`src/rtl/swsu_pkg.sv`:
```
// Shared types, constants and helpers for the square-wave sound unit.
// No dependencies.
`default_nettype none
package swsu_pkg;
   localparam int REGISTER_BYTES = 48;
   localparam int FRAME_DIVIDER  = 2048;
   localparam logic [15:0] WIN_BASE     = 16'hFF10;
   localparam logic [5:0]  MASTER_IDX   = 6'h16;
   localparam logic [15:0] CPS_RESET    = 16'd6087;
   localparam logic [16:0] CPS_MIN      = 17'd2048;

   localparam logic [1:0] MODE_READ  = 2'd0;
   localparam logic [1:0] MODE_WRITE = 2'd1;
   localparam logic [1:0] MODE_TICK  = 2'd2;

   // commands from controller to datapath
   typedef struct packed {
      logic access;     // perform read/write
      logic tick_pre;   // frame sequencer, length, envelope, timer subtract
      logic tick_iter;  // one timer reload step per channel
      logic tick_lvl;   // compute levels, add phase
      logic emit;       // present a sample and subtract phase
      logic rsp_load;   // load response register
      logic rsp_last;
      logic rsp_sample;
   } cmd_type;

   typedef struct packed {
      logic timers_done;  // no channel needs a reload
      logic phase_ge;     // phase at or above period
      logic phase_ge2;    // phase at or above twice the period
   } sts_type;

   function automatic logic duty_bit(input logic [1:0] duty, input logic [2:0] pos);
      logic [7:0] t;
      begin
         unique case (duty)
            2'd0: t = 8'h01;
            2'd1: t = 8'h81;
            2'd2: t = 8'h87;
            default: t = 8'h7E;
         endcase
         duty_bit = t[pos];
      end
   endfunction
endpackage
`default_nettype wire

```
`src/rtl/square_wave_sound_unit.sv`:
```
// Top level of the square-wave sound unit.
// Depends on swsu_pkg, swsu_control, swsu_datapath.
`default_nettype none
// Reads, writes and unknown modes give one response in the cycle after
// acceptance; the next transaction is taken once that response has gone.
// A tick runs the frame sequencer and timer subtract on acceptance, then
// one timer reload step per channel until a step sees that none is left
// (both channels reload in parallel, so the larger count sets the length:
// up to eight reloads at the shortest period), then levels and phase. Up to
// four samples follow, one per cycle as the output drains, or one empty
// response when no sample is due; the last response of each item carries
// tlast. Config writes only while idle.
module square_wave_sound_unit #(
   parameter int FRAME_DIVIDER = swsu_pkg::FRAME_DIVIDER
) (
   input  wire logic        clock,
   input  wire logic        reset,
   input  wire logic        csr_we,
   input  wire logic [15:0] csr_wdata,
   input  wire logic        req_tvalid,
   output logic             req_tready,
   input  wire logic [31:0] req_tdata,  // bus_address, write_data, tick_cycles, pad
   input  wire logic [1:0]  req_tuser,  // mode
   output logic             rsp_tvalid,
   input  wire logic        rsp_tready,
   output logic [23:0]      rsp_tdata,  // read_data, sample_value
   output logic             rsp_tuser,  // sample_valid
   output logic             rsp_tlast   // last_result
);
   swsu_pkg::cmd_type cmd;
   swsu_pkg::sts_type sts;
   logic rv, sv, lr, take;
   logic [7:0] rd;
   logic signed [15:0] smp;

   assign take = rv && rsp_tready;

   swsu_control u_ctl (
      .clock, .reset, .req_tvalid, .req_tready, .mode(req_tuser),
      .sts, .rsp_valid(rv), .rsp_take(take), .cmd
   );

   swsu_datapath #(.FRAME_DIVIDER(FRAME_DIVIDER)) u_dp (
      .clock, .reset, .csr_we, .csr_wdata,
      .mode(req_tuser), .bus_address(req_tdata[15:0]),
      .write_data(req_tdata[23:16]), .tick_cycles(req_tdata[29:24]),
      .cmd, .sts, .rsp_take(take), .rsp_valid(rv),
      .read_data(rd), .sample_valid(sv), .sample_value(smp), .last_result(lr)
   );

   assign rsp_tvalid = rv;
   assign rsp_tdata  = {smp, rd};
   assign rsp_tuser  = sv;
   assign rsp_tlast  = lr;
endmodule
`default_nettype wire

```
`src/rtl/swsu_datapath.sv`:
```
// Datapath: register file, channel state, frame sequencer, sample phase.
// Depends on swsu_pkg.
`default_nettype none
module swsu_datapath #(
   parameter int FRAME_DIVIDER = swsu_pkg::FRAME_DIVIDER
) (
   input  wire logic           clock,
   input  wire logic           reset,
   input  wire logic           csr_we,
   input  wire logic [15:0]    csr_wdata,
   input  wire logic [1:0]     mode,
   input  wire logic [15:0]    bus_address,
   input  wire logic [7:0]     write_data,
   input  wire logic [5:0]     tick_cycles,
   input  wire swsu_pkg::cmd_type cmd,
   output swsu_pkg::sts_type   sts,
   input  wire logic           rsp_take,
   output logic                rsp_valid,
   output logic [7:0]          read_data,
   output logic                sample_valid,
   output logic signed [15:0]  sample_value,
   output logic                last_result
);
   localparam int FW = $clog2(FRAME_DIVIDER) + 1;

   logic [7:0]  regs_ff [swsu_pkg::REGISTER_BYTES];
   logic [swsu_pkg::REGISTER_BYTES-1:0] blank_ff;   // entry reads as zero
   logic [7:0]  master_ff;
   logic [7:0]  ctl_ff  [2][5];
   logic [15:0] cps_ff;
   logic [FW-1:0] frame_ff;
   logic [2:0]  step_ff;
   logic [16:0] phase_ff;
   logic [1:0]  en_ff;
   logic [3:0]  vol_ff [2];
   logic [2:0]  env_ff [2];
   logic signed [15:0] tmr_ff [2];
   logic [2:0]  dpos_ff [2];
   logic [6:0]  len_ff [2];
   logic [3:0]  lvl_ff [2];
   logic        rv_ff, sv_ff, last_ff;
   logic [7:0]  rd_ff;
   logic signed [15:0] smp_ff;
   logic [5:0]  cyc_ff;

   logic        in_win;
   logic        wr_acc;
   logic        arr_we;
   logic [15:0] offs;
   logic [5:0]  idx;
   logic [5:0]  cyc;
   logic [16:0] cps;
   logic [FW-1:0] fsum;
   logic        fstep;
   logic [3:0]  nstep;
   logic signed [15:0] per [2];
   logic signed [17:0] mixs;
   logic signed [15:0] mixc;

   assign offs   = bus_address - swsu_pkg::WIN_BASE;
   assign in_win = (bus_address >= swsu_pkg::WIN_BASE) && (offs < 16'(swsu_pkg::REGISTER_BYTES));
   assign idx    = offs[5:0];
   assign wr_acc = cmd.access && mode == swsu_pkg::MODE_WRITE && in_win;
   assign arr_we = wr_acc && idx != swsu_pkg::MASTER_IDX && !reset;
   assign cyc    = (tick_cycles > 6'd32) ? 6'd32 : tick_cycles;
   assign cps    = ({1'b0, cps_ff} < swsu_pkg::CPS_MIN) ? swsu_pkg::CPS_MIN : {1'b0, cps_ff};
   assign fsum   = frame_ff + FW'(cyc);
   assign fstep  = fsum >= FW'(FRAME_DIVIDER);
   assign nstep  = {1'b0, step_ff} + 4'd1;

   always_comb begin
      for (int c = 0; c < 2; c++)
         per[c] = 16'((13'd2048 - {2'b0, ctl_ff[c][4][2:0], ctl_ff[c][3]}) * 4);
   end

   // mixer
   always_comb begin
      mixs = '0;
      for (int c = 0; c < 2; c++)
         if (en_ff[c] && lvl_ff[c] != 4'd0)
            mixs = mixs + 18'(signed'({1'b0, lvl_ff[c]}) * 2000) - 18'sd15000;
      if (mixs > 18'sd32767) mixc = 16'sd32767;
      else if (mixs < -18'sd32768) mixc = -16'sd32768;
      else mixc = mixs[15:0];
   end

   assign sts.timers_done = !((en_ff[0] && tmr_ff[0] <= 0) || (en_ff[1] && tmr_ff[1] <= 0));
   assign sts.phase_ge    = phase_ff >= cps;
   assign sts.phase_ge2   = {1'b0, phase_ff} >= {cps, 1'b0};

   // register byte store, one write port
   always_ff @(posedge clock) begin
      if (arr_we) regs_ff[idx] <= write_data;
   end

   // state update
   always_ff @(posedge clock) begin
      if (cmd.tick_pre) cyc_ff <= cyc;
      if (reset) begin
         blank_ff  <= '1;
         master_ff <= 8'hF1;
         for (int c = 0; c < 2; c++) begin
            for (int k = 0; k < 5; k++) ctl_ff[c][k] <= 8'h00;
            vol_ff[c] <= '0; env_ff[c] <= '0; tmr_ff[c] <= '0;
            dpos_ff[c] <= '0; len_ff[c] <= '0; lvl_ff[c] <= '0;
         end
         cps_ff <= swsu_pkg::CPS_RESET;
         frame_ff <= '0; step_ff <= '0; phase_ff <= '0; en_ff <= '0;
      end else begin
         if (csr_we) cps_ff <= csr_wdata;
         // register access
         if (wr_acc) begin
            if (idx == swsu_pkg::MASTER_IDX) begin
               // master off clears the lower 32 bytes, master included
               if (!write_data[7]) begin
                  master_ff <= 8'h00;
                  blank_ff[31:0] <= '1;
                  en_ff <= '0;
               end else master_ff <= write_data;
            end else begin
               blank_ff[idx] <= 1'b0;
               if (master_ff[7] && (idx <= 6'h04 || (idx >= 6'h06 && idx <= 6'h09))) begin
                  automatic int c = (idx <= 6'h04) ? 0 : 1;
                  automatic logic [2:0] k = (idx <= 6'h04) ? idx[2:0] : 3'(idx - 6'h05);
                  ctl_ff[c][k] <= write_data;
                  if (k == 3'd1) len_ff[c] <= 7'd64 - {1'b0, write_data[5:0]};
                  if (k == 3'd4 && write_data[7]) begin
                     automatic logic signed [15:0] p =
                        16'((13'd2048 - {2'b0, write_data[2:0], ctl_ff[c][3]}) * 4);
                     en_ff[c]  <= 1'b1;
                     vol_ff[c] <= ctl_ff[c][2][7:4];
                     env_ff[c] <= ctl_ff[c][2][2:0];
                     tmr_ff[c] <= p;
                     if (len_ff[c] == 7'd0) len_ff[c] <= 7'd64;
                  end
               end
            end
         end
         // frame sequencer and timer subtract
         if (cmd.tick_pre) begin
            automatic logic [1:0] en_n = en_ff;
            frame_ff <= fstep ? fsum - FW'(FRAME_DIVIDER) : fsum;
            if (fstep) begin
               step_ff <= (nstep >= 4'd8) ? 3'd0 : nstep[2:0];
               for (int c = 0; c < 2; c++) begin
                  if (!nstep[0] && ctl_ff[c][4][6] && len_ff[c] != 0) begin
                     len_ff[c] <= len_ff[c] - 7'd1;
                     if (len_ff[c] == 7'd1) en_n[c] = 1'b0;
                  end
                  if (nstep == 4'd7 && en_n[c] && ctl_ff[c][2][2:0] != 0 && env_ff[c] != 0) begin
                     if (env_ff[c] == 3'd1) begin
                        env_ff[c] <= ctl_ff[c][2][2:0];
                        if (ctl_ff[c][2][3]) begin
                           if (vol_ff[c] != 4'd15) vol_ff[c] <= vol_ff[c] + 4'd1;
                        end else if (vol_ff[c] != 4'd0) vol_ff[c] <= vol_ff[c] - 4'd1;
                     end else env_ff[c] <= env_ff[c] - 3'd1;
                  end
               end
            end
            en_ff <= en_n;
            for (int c = 0; c < 2; c++)
               if (en_n[c]) tmr_ff[c] <= tmr_ff[c] - 16'(cyc);
         end
         // one reload per cycle per channel
         if (cmd.tick_iter) begin
            for (int c = 0; c < 2; c++)
               if (en_ff[c] && tmr_ff[c] <= 0) begin
                  tmr_ff[c]  <= tmr_ff[c] + per[c];
                  dpos_ff[c] <= dpos_ff[c] + 3'd1;
               end
         end
         if (cmd.tick_lvl) begin
            for (int c = 0; c < 2; c++)
               if (en_ff[c])
                  lvl_ff[c] <= swsu_pkg::duty_bit(ctl_ff[c][1][7:6], dpos_ff[c]) ?
                               vol_ff[c] : 4'd0;
            phase_ff <= phase_ff + {3'b0, cyc_ff, 8'h00};
         end
         if (cmd.emit) phase_ff <= phase_ff - cps;
      end
   end

   // response register
   always_ff @(posedge clock) begin
      if (reset) rv_ff <= 1'b0;
      else if (cmd.rsp_load) rv_ff <= 1'b1;
      else if (rsp_take) rv_ff <= 1'b0;
      if (cmd.rsp_load) begin
         last_ff <= cmd.rsp_last;
         sv_ff   <= cmd.rsp_sample;
         smp_ff  <= cmd.rsp_sample ? mixc : 16'sd0;
         if (!(cmd.access && mode == swsu_pkg::MODE_READ)) rd_ff <= 8'h00;
         else if (!in_win) rd_ff <= 8'hFF;
         else if (idx == swsu_pkg::MASTER_IDX)
            rd_ff <= {master_ff[7:4], 2'b00, en_ff[1], en_ff[0]};
         else if (blank_ff[idx]) rd_ff <= 8'h00;
         else rd_ff <= regs_ff[idx];
      end
   end

   assign rsp_valid    = rv_ff;
   assign read_data    = rd_ff;
   assign sample_valid = sv_ff;
   assign sample_value = smp_ff;
   assign last_result  = last_ff;
endmodule
`default_nettype wire

```
`src/rtl/swsu_control.sv`:
```
// Controller FSM sequencing accesses, tick steps and sample emission.
// Depends on swsu_pkg.
`default_nettype none
module swsu_control (
   input  wire logic        clock,
   input  wire logic        reset,
   input  wire logic        req_tvalid,
   output logic             req_tready,
   input  wire logic [1:0]  mode,
   input  wire swsu_pkg::sts_type sts,
   input  wire logic        rsp_valid,
   input  wire logic        rsp_take,
   output swsu_pkg::cmd_type cmd
);
   localparam logic [2:0] S_IDLE = 3'd0;
   localparam logic [2:0] S_ITER = 3'd1;
   localparam logic [2:0] S_LVL  = 3'd2;
   localparam logic [2:0] S_EMIT = 3'd3;

   logic [2:0] state_ff, state_in;
   logic [2:0] count_ff, count_in;
   logic       slot;

   // response slot free now or freed this cycle
   assign slot = !rsp_valid || rsp_take;
   assign req_tready = (state_ff == S_IDLE) && slot;

   always_comb begin
      cmd = '0;
      state_in = state_ff;
      count_in = count_ff;
      unique case (state_ff)
         S_IDLE: if (req_tvalid && slot) begin
            if (mode == swsu_pkg::MODE_TICK) begin
               cmd.tick_pre = 1'b1;
               state_in = S_ITER;
            end else begin
               cmd.access = 1'b1;
               cmd.rsp_load = 1'b1;
               cmd.rsp_last = 1'b1;
            end
         end
         S_ITER: if (sts.timers_done) state_in = S_LVL;
                 else cmd.tick_iter = 1'b1;
         S_LVL: begin
            cmd.tick_lvl = 1'b1;
            count_in = 3'd0;
            state_in = S_EMIT;
         end
         S_EMIT: if (slot) begin
            cmd.rsp_load = 1'b1;
            if (sts.phase_ge) begin
               // a sample is last when the fourth or when no further one is due
               cmd.emit = 1'b1;
               cmd.rsp_sample = 1'b1;
               count_in = count_ff + 3'd1;
               if (count_ff == 3'd3 || !sts.phase_ge2) begin
                  cmd.rsp_last = 1'b1;
                  state_in = S_IDLE;
               end
            end else begin
               // no sample due: one empty terminating response
               cmd.rsp_last = 1'b1;
               state_in = S_IDLE;
            end
         end
         default: state_in = S_IDLE;
      endcase
   end

   always_ff @(posedge clock) begin
      if (reset) begin
         state_ff <= S_IDLE;
         count_ff <= '0;
      end else begin
         state_ff <= state_in;
         count_ff <= count_in;
      end
   end
endmodule
`default_nettype wire

```
`config.mk`:
```
export PLATFORM = sky130hd
export DESIGN_NAME = square_wave_sound_unit
export DESIGN_NICKNAME = d
export VERILOG_FILES = /design/src/rtl/swsu_pkg.sv /design/src/rtl/square_wave_sound_unit.sv /design/src/rtl/swsu_datapath.sv /design/src/rtl/swsu_control.sv
export SDC_FILE = /design/constraint.sdc
export NUM_CORES = 1
export LEC_CHECK = 0
export ABC_AREA = 1
export BUFFER_PORTS_ARGS = -buffer_cell sky130_fd_sc_hd__buf_2
export CAP_MARGIN = 10
export CORE_UTILIZATION = 40
export CTS_BUF_LIST = sky130_fd_sc_hd__clkbuf_8
export CTS_CLUSTER_SIZE = 16
export DETAILED_ROUTE_END_ITERATION = 10
export MAX_ROUTING_LAYER = met4
export PLACE_DENSITY = 0.53
export SYNTH_ARGS = -nofsm -noshare
export SYNTH_HDL_FRONTEND = slang
export SYNTH_SLANG_ARGS = --single-unit
export TNS_END_PERCENT = 5
```
`constraint.sdc`:
```
create_clock -name clock -period 6.2 [get_ports clock]
set_clock_uncertainty 0.1 [all_clocks]
set_input_delay 1.55 -clock clock [delete_from_list [all_inputs] [get_ports clock]]
set_output_delay 1.55 -clock clock [all_outputs]
set_load 0.005 [all_outputs]
```
==> results of run 1 <==
## area by class of cell
type	instances	area, um^2
Fill cell	8551	46700
Inverter	409	1540
Clock inverter	87	573
Tap cell	1144	1430
Timing Repair Buffer	163	1050
Multi-Input combinational cell	2746	14700
Sequential cell	640	18100
Antenna cell	3	7.51
Clock buffer	124	1710
## flip-flops by register name (all words and copies together) (netlist names), 2 cells and up
| name | flops |
|---|---|
| u_ctl.count_ff | 3 |
| u_ctl.state_ff | 2 |
| u_dp.blank_ff | 48 |
| u_dp.cps_ff | 16 |
| u_dp.ctl_ff | 44 |
| u_dp.cyc_ff | 6 |
| u_dp.dpos_ff | 6 |
| u_dp.en_ff | 2 |
| u_dp.env_ff | 6 |
| u_dp.frame_ff | 12 |
| u_dp.len_ff | 14 |
| u_dp.lvl_ff | 8 |
| u_dp.master_ff | 4 |
| u_dp.phase_ff | 17 |
| u_dp.read_data | 8 |
| u_dp.regs_ff | 384 |
| u_dp.sample_value | 14 |
| u_dp.step_ff | 3 |
| u_dp.tmr_ff | 32 |
| u_dp.vol_ff | 8 |
## layer usage
layer,share of wire,vias to the layer above
met2,0.46,662
met5,0,-
met4,0.024,0
met3,0.066,150
li1,-,13495
met1,0.45,12626
## worst min path at each step
stage | from | end
floorplan | u_dp.master_ff[7] | u_dp.master_ff[7]
global placement | u_dp.cps_ff[2] | u_dp.cps_ff[2]
detailed placement | u_dp.cps_ff[2] | u_dp.cps_ff[2]
CTS | u_dp.blank_ff[28] | u_dp.blank_ff[28]
global route | u_dp.blank_ff[5] | u_dp.blank_ff[5]
finish | u_dp.cps_ff[1] | u_dp.cps_ff[1]
## cells by family after synthesis
family                     count (synthesis)  synth area share
buffers and inverters                    529            0.0594
adders and majority gates                199            0.0766
AOI/OAI and AO/OA                        512            0.0818
DFF                                      640             0.519
and+or+nand+nor                         1919             0.233
xor gates and xnor gates                 116            0.0298
## Yosys cell counts (46+ instances only)
library cell / instances
nor2_1: 372
edfxtp_1: 524
ha_1: 176
nor3_1: 46
o21ai_0: 185
inv_1: 395
dfxtp_1: 116
nand2_1: 1117
clkbuf_1: 62
nand3_1: 256
nand4_1: 64
xor2_1: 72
a21oi_1: 199
## where the power goes
group          switching (W)  leakage (nW)  internal (W)
clock network        0.00184          1.37       0.00210
logic                0.00107          9.42      0.000526
registers           0.000102          5.82       0.00479
## critical path: cells and delay by family, from the launching register on
family | cells | cell delay, ns
AND/OR/NAND/NOR | 13 | 1.49
flip-flops | 1 | 0.49
XOR/XNOR | 1 | 0.28
adder cells (fa/ha/maj) | 5 | 2.05
AO/OA/AOI/OAI | 4 | 0.54
buffers and inverters | 6 | 0.37
## stage by stage
| stage | hold WS (ns) | util | cells |
|---|---|---|---|
| 2_1_floorplan | 0.329 | - | 3915 |
| 3_3_place_gp | 0.341 | 0.429 | 5102 |
| 3_5_place_dp | 0.345 | 0.429 | 5102 |
| 4_1_cts | 0.357 | 0.455 | 5313 |
| 5_1_grt | 0.374 | 0.455 | 5316 |
| 6_report | 0.353 | 0.455 | 5316 |
==> reports/summary.txt, run 1 <==
Final setup margin -> 0.618 ns
Post-CTS Setup Repair Bufs -> 0
Die Wd -> 297 um
Finished layout cell area -> 0.0390 mm^2
CTS Hold Bufs -> 0
Antenna Violating Nets Remaining -> 0
Worst Setup Start Kind -> register
Core Box Area -> 0.0857 mm^2
# setup viols final -> 0
Critical R2R Launch -> u_dp.lvl_ff[0][5]
WP data arrival -> 5.94 ns
I/O Pins -> 83
Critical Path End -> u_dp.sample_value[9]
Critical Path RT -> 6.56 ns
GR met1 Demand/Resource -> 0.297
Synth warnings -> 0
Area share of the largest cell type after synthesis -> 0.453
Capturing element type of the critical path -> register
Worst slew margin -> 0.199
Power, Total -> 0.0104 W
Layout cell share with drive strength beyond 1 -> 0.0888
Syn Inst Count -> 3,915
Drt drc -> 0
Clk slew on worst S/H paths -> 0.06 ns
Gr ovfl total -> 0
RSZ-0062 raised after global routing -> false
Total Routing Usage GR -> 0.229
Critical path fanouts, max -> 13
Syn Std Cell Area -> 0.0348 mm^2
Slew Limit Fails -> 0
Vias per Instance -> 5.07
TritonCTS clock tree -> done
Synth Area per Inst -> 8.88 um^2
Most common cell after layout, fill and taps aside -> nand2_1
Max incr delay on CP -> 0.68 ns
CTS Buffer Depth -> 3
Vias in the first global route -> 25,940
Most frequent cells in the layout -> 1,117 x nand2_1, 524 x edfxtp_1, 448 x inv_1
Synth unique cells -> 58
Slowest-stage cell, CP -> fa_1
Post-synthesis register bit count -> 640
FF-to-FF End -> u_dp.sample_value[9]
Final hold violations -> 0
Final critical-path required period -> 5.58 ns
Start point of the critical path -> u_dp.lvl_ff[0][5]
Critical Setup Path Class -> reg -> reg
Vias -> 26,933
Root Driver -> clkbuf_8
Met2 usage -> 0.360
Core Rows -> 107
Ranking of synthesized cells by area -> edfxtp_1 45%, nand2_1 12%, dfxtp_1 6.7%, ha_1 6.3%, inv_1 4.3%
CP dominant cell by count -> nand2_1
Drt pass-1 iters -> 7
Largest net degree at the start of global routing -> 52
Cell area power density -> 267 mW/mm^2
Initial antenna violation count -> 4
Synth area leader -> edfxtp_1
H-Tree Depth -> 3
Pre-CTS WS -> 0.645 ns
Layout Nets -> 4,326
First-pass GRT wire length -> 151 mm
Placer congestion estimate -> 0.889
Buffers on Ports -> 80
Worst skew pair latency -> 0.76 ns
Asr flop ratio synth -> 0
Initial core utilization -> 0.406
Busiest grt layer -> met2
DP HPWL -> 68.9 mm
Most used DFF post-synth -> edfxtp_1
CTS resizes -> 0
Drt wl/cell -> 18.6 um
Hold Crit Class -> reg -> reg
Worst-Margin Slew -> 1.20 ns
Setup TNS -> 0 ns
Met3 Use GR -> 0.0481
Seq/Total Area, Yosys -> 0.519
EDFF count, synth -> 524
Status -> complete, no violations
Max IR drop VDD -> 0.000200 V
Total die area -> 0.0881 mm^2
R2R depth -> 29
Routed WL -> 99.0 mm
Area of placed instances -> 0.0367 mm^2
Max Cap Violations -> 0
Lkg Pwr -> 16.6 nW
Worst Hold Depth -> 2
Final period util -> 0.900
F_max -> 179 MHz
R2r setup slk -> 0.62 ns
Die height -> 297 um
Post-Syn Nets -> 4,169
Total clock sinks -> 640
First DRT Iteration DRCs -> 2,019
Num CTS Buffers -> 112
Area grow syn2layout -> 12.2%
Note: power is estimated with default switching activity, not from simulation.
==> run 2, diff against run 1 <==
ABC_AREA = not set   (was 1)
SKIP_LAST_GASP = 1   (was not set)
==> reports/summary.txt, run 2 <==
I/O Pins -> 83
Synth Area per Inst -> 11.2 um^2
Vias in the first global route -> 23,981
F_max -> 172 MHz
Post-Synth XOR/XNOR Area -> 0.0401
Die Wd -> 289 um
Cell area power density -> 271 mW/mm^2
Final hold violations -> 0
Core Box Area -> 0.0811 mm^2
Main combinational cell family by area after synthesis -> compound AO/OA/AOI/OAI gates
Total clock sinks -> 640
DP HPWL -> 68.1 mm
Hold Crit Class -> reg -> reg
Critical Path End -> u_dp.sample_value[3]
Compound-Gate Fraction of Synth Area -> 0.136
Asr flop ratio synth -> 0
Routed WL -> 98.2 mm
Core Rows -> 104
Buffers on Ports -> 80
Worst slew margin -> 0.284
Antenna Violating Nets Remaining -> 0
Lkg Pwr -> 14.4 nW
Gr ovfl total -> 0
R2R depth -> 25
Placer congestion estimate -> 0.915
Mux contribution to synthesized area -> 0.0330
Most frequent cells in the layout -> 524 x edfxtp_1, 265 x nor2_1, 262 x nand2_1
Number of stages on the worst setup path -> 25
First-pass GRT wire length -> 146 mm
Max Cap Violations -> 0
Max incr delay on CP -> 0.54 ns
Post-route insts no fill -> 4,330
Placed Cells -> 4,114
Post-synthesis register bit count -> 640
Critical Path RT -> 6.55 ns
Capturing element type of the critical path -> register
Post-Syn Nets -> 3,209
Syn Inst Count -> 2,955
Total die area -> 0.0837 mm^2
Vias -> 24,340
Die height -> 289 um
Critical Setup Path Class -> reg -> reg
Worst skew pair latency -> 0.72 ns
Most common cell in the netlist -> edfxtp_1
Final critical-path required period -> 5.83 ns
Drt wl/cell -> 22.7 um
Critical R2R Launch -> u_dp.lvl_ff[0][2]
Initial core utilization -> 0.407
# setup viols final -> 0
Synth warnings -> 0
Synth unique cells -> 90
Most used DFF post-synth -> edfxtp_1
Area share of the largest cell type after synthesis -> 0.477
Area grow syn2layout -> 14.6%
Most common cell after layout, fill and taps aside -> edfxtp_1
Critical path fanouts, max -> 6
Layout cell share with drive strength beyond 1 -> 0.146
Ranking of synthesized cells by area -> edfxtp_1 48%, dfxtp_1 7.0%, ha_1 6.7%, nor2_1 3.1%, nand2_1 3.0%
Start point of the critical path -> u_dp.lvl_ff[0][2]
Simple-Gate Fraction of Synth Area -> 0.129
H-Tree Depth -> 3
CTS Buffer Depth -> 3
Most common library cells after synthesis -> 524 x edfxtp_1, 270 x nor2_1, 262 x nand2_1
TritonCTS clock tree -> done
Initial antenna violation count -> 3
WHS -> 0.360 ns
R2r setup slk -> 0.37 ns
Synth area leader -> edfxtp_1
WP data arrival -> 6.18 ns
First DRT Iteration DRCs -> 1,740
FILL cells -> 7,545
Worst-Margin Slew -> 1.07 ns
Flip-flop count of the largest register after layout -> 384
Vias per Instance -> 5.62
CP Buf/Inv Count -> 4
CP dominant cell by count -> ha_1
Final period util -> 0.940
Status -> complete, no violations
EDFF count, synth -> 524
Max IR drop VDD -> 0.000214 V
Num CTS Buffers -> 108
Largest net degree at the start of global routing -> 56
FF-to-FF End -> u_dp.sample_value[3]
Drt drc -> 0
Root Driver -> clkbuf_8
Synth Area in Adders -> 0.0813
Largest registers -> u_dp.regs_ff (384), u_dp.blank_ff (48), u_dp.ctl_ff (44)
Worst Setup Start Kind -> register
CTS Hold Bufs -> 0
Seq/Total Area, Yosys -> 0.547
Syn Std Cell Area -> 0.0330 mm^2
Slew Limit Fails -> 0
Drt pass-1 iters -> 5
Critical path's top delay family -> adder cells
Layout Nets -> 3,431
Clk slew on worst S/H paths -> 0.06 ns
Top reg by flops -> u_dp.regs_ff
Total Routing Usage GR -> 0.240
Slowest-stage cell, CP -> fa_2
==> run 2: changes by cell type after synthesis, sizes merged, moves of 34 or more <==
cell / delta
nand2: -865
a221oi: +44
nand4: -42
nand2b: +37
a22oi: +46
nand3: -200
inv: -265
mux2i: +65
nor2: -111
xnor2: +47
o21ai: -34
==> run 2: cell families (layout without fill, tap and decap cells) <==
logic type	count (synthesis)	after routing
other cells	0	3
mux	94	94
compound gates	701	701
buf+inv	273	585
flops	640	640
fa+ha+maj	201	201
simple gates	895	895
xor+xnor	151	151
==> run 2: through the flow <==
stage	instance area (um^2)	utilization	setup slack (ns)	setup TNS (ns)	power, W
floorplan	33000	-	0.531	0	0.00586
global placement	35400	0.436	0.106	0	0.00638
detailed placement	35400	0.436	0.0188	0	0.00641
CTS	37600	0.464	0.0299	0	0.0103
global route	37800	0.466	-0.00757	-0.00757	0.0107
finish	37800	0.466	0.374	0	0.0103
==> run 2: what timing repair did <==
item                       4_1_cts  5_1_grt
cloned                           0        1
buffers inserted                 0       11
setup endpoints to repair        1       13
pin swaps                        0        6
gates resized for setup          1       23
==> run 2: power breakdown <==
part           internal (W)  total [W]  switching (W)
clock               0.00210    0.00391        0.00182
combinational      0.000563    0.00149       0.000932
sequential          0.00477    0.00485      0.0000829
total               0.00743     0.0103        0.00283
==> run 2: area by class of cell <==
class	count	area (um^2)	share of cell area
clock inverter	83	618	0.0164
tap	1060	1330	0.0351
timing repair buffer	244	1670	0.0442
sequential	640	18100	0.478
clock buffer	117	1610	0.0426
antenna	3	7.51	0.000199
inverter	141	529	0.0140
multi-input combinational	2042	14000	0.370
==> run 2: layer usage <==
metal / track usage / wire length [um] / vias up / part of all wire
li1: - / - / 11406 / -
met1: 0.308 / 42300 / 11926 / 0.43
met2: 0.382 / 46300 / 819 / 0.47
met3: 0.0384 / 6350 / 189 / 0.065
met4: 0.0874 / 3260 / 0 / 0.033
met5: - / 0 / - / 0
==> run 2: worst min-delay path by stage <==
stage	startpoint	endpoint	slack (ns)	cells past startpoint
after floorplan	u_dp.cps_ff[0]	u_dp.cps_ff[0]	0.33	2
after global placement	u_dp.blank_ff[12]	u_dp.blank_ff[12]	0.34	2
after detailed placement	u_dp.frame_ff[5]	u_dp.frame_ff[5]	0.35	2
after CTS	u_dp.frame_ff[3]	u_dp.frame_ff[3]	0.36	2
after global routing	u_dp.blank_ff[18]	u_dp.blank_ff[18]	0.38	2
final	u_dp.frame_ff[3]	u_dp.frame_ff[3]	0.36	2
==> run 2: worst reg2reg max path, stage by stage, from the launching register on <==
cell      delay (ns)
edfxtp_1        0.47
fa_2            0.54
fa_1            0.50
inv_1           0.04
ha_1            0.35
o21ai_2         0.15
a21oi_2         0.07
nor4b_2         0.28
a311oi_2        0.08
or2_4           0.29
nor2_1          0.13
xor2_1          0.21
nand2_1         0.08
ha_1            0.28
inv_1           0.04
ha_1            0.31
inv_2           0.09
o21bai_1        0.09
a31o_2          0.27
a21oi_2         0.14
o21ai_0         0.10
and2_0          0.16
a211o_1         0.32
o21ai_2         0.18
buf_4           0.18
o21ai_0         0.10
==> run 3, diff against run 2 <==
CORE_UTILIZATION = 42   (was 40)
GPL_ROUTABILITY_DRIVEN = 0   (was not set)
PLACE_DENSITY = 0.55   (was 0.53)
==> reports/summary.txt, run 3 (synthesis results as in run 2) <==
Total clock sinks -> 640
Clk slew on worst S/H paths -> 0.06 ns
Critical path's top delay family -> adder cells
CP Buf/Inv Count -> 4
Most frequent cells in the layout -> 524 x edfxtp_1, 267 x nor2_1, 262 x nand2_1
R2r setup slk -> 0.34 ns
First-pass GRT wire length -> 144 mm
Switch share -> 0.284
NetSw -> 0.00285 W
DP HPWL -> 65.7 mm
Capturing element type of the critical path -> register
Flip-flop count of the largest register after layout -> 384
Total die area -> 0.0797 mm^2
Critical R2R Launch -> u_dp.lvl_ff[0][1]
Core Box Area -> 0.0776 mm^2
Layout Nets -> 3,413
Worst skew pair latency -> 0.76 ns
Final critical-path required period -> 5.86 ns
I/O Pins -> 83
Number of stages on the worst setup path -> 25
Largest registers -> u_dp.regs_ff (384), u_dp.blank_ff (48), u_dp.ctl_ff (44)
First DRT Iteration DRCs -> 2,014
Die height -> 282 um
Vias -> 24,387
Num CTS Buffers -> 110
Worst Setup Start Kind -> register
Most common cell after layout, fill and taps aside -> edfxtp_1
Setup TNS -> 0 ns
Routed WL -> 96.2 mm
Max IR drop VDD -> 0.000190 V
Final period util -> 0.945
Critical Path End -> u_dp.sample_value[4]
Lkg Pwr -> 14.2 nW
# setup viols final -> 0
Drt pass-1 iters -> 7
Largest net degree at the start of global routing -> 60
Root Driver -> clkbuf_8
Combinational Power Share -> 0.147
CTS Buffer Depth -> 3
Vias per Instance -> 5.67
Critical Setup Path Class -> reg -> reg
Top reg by flops -> u_dp.regs_ff
Worst Hold Depth -> 2
Initial antenna violation count -> 5
Gr ovfl total -> 0
Buffers on Ports -> 80
R2R depth -> 25
WP data arrival -> 6.21 ns
Vias in the first global route -> 23,952
Cell-internal power -> 0.00719 W
Max incr delay on CP -> 0.53 ns
Hold Crit Class -> reg -> reg
Final hold violations -> 0
F_max -> 171 MHz
Slowest-stage cell, CP -> fa_2
Total Routing Usage GR -> 0.247
H-Tree Depth -> 3
Area grow syn2layout -> 13.7%
Sequential share of power -> 0.484
Max Cap Violations -> 0
Drt drc -> 0
Critical Path RT -> 6.55 ns
Layout cell share with drive strength beyond 1 -> 0.137
Finished layout cell area -> 0.0375 mm^2
Die Wd -> 282 um
TritonCTS clock tree -> done
Antenna Violating Nets Remaining -> 0
Worst-Margin Slew -> 1.23 ns
FILL cells -> 7,076
Clk pwr share -> 0.369
FF-to-FF End -> u_dp.sample_value[4]
Slew Limit Fails -> 0
Start point of the critical path -> u_dp.lvl_ff[0][1]
Area of placed instances -> 0.0352 mm^2
Core Rows -> 102
Initial core utilization -> 0.425
CTS Hold Bufs -> 0
Critical path fanouts, max -> 6
Worst slew margin -> 0.178
Drt wl/cell -> 22.4 um
Cell area power density -> 268 mW/mm^2
Status -> complete, no violations
-- run 3: changes by cell type in the layout (fill, tap and decap cells not counted), sizes merged --
| cell | previous run | this run |
|---|---|---|
| buf | 244 | 224 |
| clkinv | 36 | 45 |
| bufinv | 8 | 2 |
| inv | 178 | 183 |
| clkbuf | 117 | 118 |
| clkinvlp | 2 | 1 |
-- run 3: what timing repair did --
item / CTS / global route
endpoints found under the setup margin: 1 / 13
pin swaps: 0 / 10
setup buffers: 0 / 10
cloned: 0 / 1
resized for setup: 1 / 21
-- run 3: stage by stage --
step / total power, W / setup WS, ns / hold slack [ns] / cells / utilization
after floorplan: 0.00586 / 0.531 / 0.333 / 2955 / -
final: 0.0100 / 0.341 / 0.363 / 4298 / 0.483
after global placement: 0.00636 / 0.167 / 0.344 / 4076 / 0.454
after global routing: 0.0105 / -0.0629 / 0.378 / 4297 / 0.483
after CTS: 0.0101 / 0.0280 / 0.360 / 4284 / 0.481
after detailed placement: 0.00639 / 0.0407 / 0.352 / 4076 / 0.454
-- run 3: worst min path at each step --
stage	slack [ns]	startpoint	endpoint
floorplan	0.33	u_dp.cps_ff[0]	u_dp.cps_ff[0]
global placement	0.34	u_dp.blank_ff[27]	u_dp.blank_ff[27]
detailed placement	0.35	u_dp.frame_ff[0]	u_dp.frame_ff[0]
CTS	0.36	u_dp.frame_ff[0]	u_dp.frame_ff[0]
global route	0.38	u_dp.frame_ff[3]	u_dp.frame_ff[3]
finish	0.36	u_dp.frame_ff[0]	u_dp.frame_ff[0]
-- run 3: power by group through the flow --
stage	logic (W)	registers, W	clock network (W)
floorplan	0.000938	0.00492	0
global placement	0.00141	0.00494	0
detailed placement	0.00144	0.00495	0
CTS	0.00145	0.00486	0.00378
global route	0.00163	0.00487	0.00397
finish	0.00148	0.00486	0.00371
-- run 3: cell type report --
type | count | area [um^2] | area share
Inverter | 141 | 529 | 0.0141
Tap cell | 1040 | 1300 | 0.0347
Clock buffer | 118 | 1620 | 0.0433
Sequential cell | 640 | 18100 | 0.481
Multi-Input combinational cell | 2042 | 14000 | 0.373
Clock inverter | 90 | 489 | 0.0130
Antenna cell | 3 | 7.51 | 0.000200
Timing Repair Buffer | 224 | 1520 | 0.0406
-- run 3: worst reg2reg max path, stage by stage (launching register included) --
cell and delay [ns]:
edfxtp_1 0.48, fa_2 0.53, fa_1 0.49, inv_1 0.04, ha_1 0.35, o21ai_2 0.15, a21oi_2 0.06, nor4b_2 0.25
a311oi_1 0.09, or2_4 0.29, nor2_1 0.13, xor2_1 0.22, nand2_1 0.09, ha_1 0.28, inv_1 0.04, ha_1 0.29
inv_1 0.14, o21bai_1 0.12, a31o_2 0.27, a21oi_2 0.13, o21ai_0 0.08, and2_0 0.17, a211o_1 0.32, o21ai_2 0.18
buf_4 0.18, o21ai_0 0.10
-- run 3: routing by layer --
layer	routed length [um]	vias to the layer above	GRT usage
met1	41800	11972	0.324
met2	45800	850	0.397
met4	2720	0	0.0790
met3	5860	170	0.0330
met5	0	-	-
li1	-	11395	-
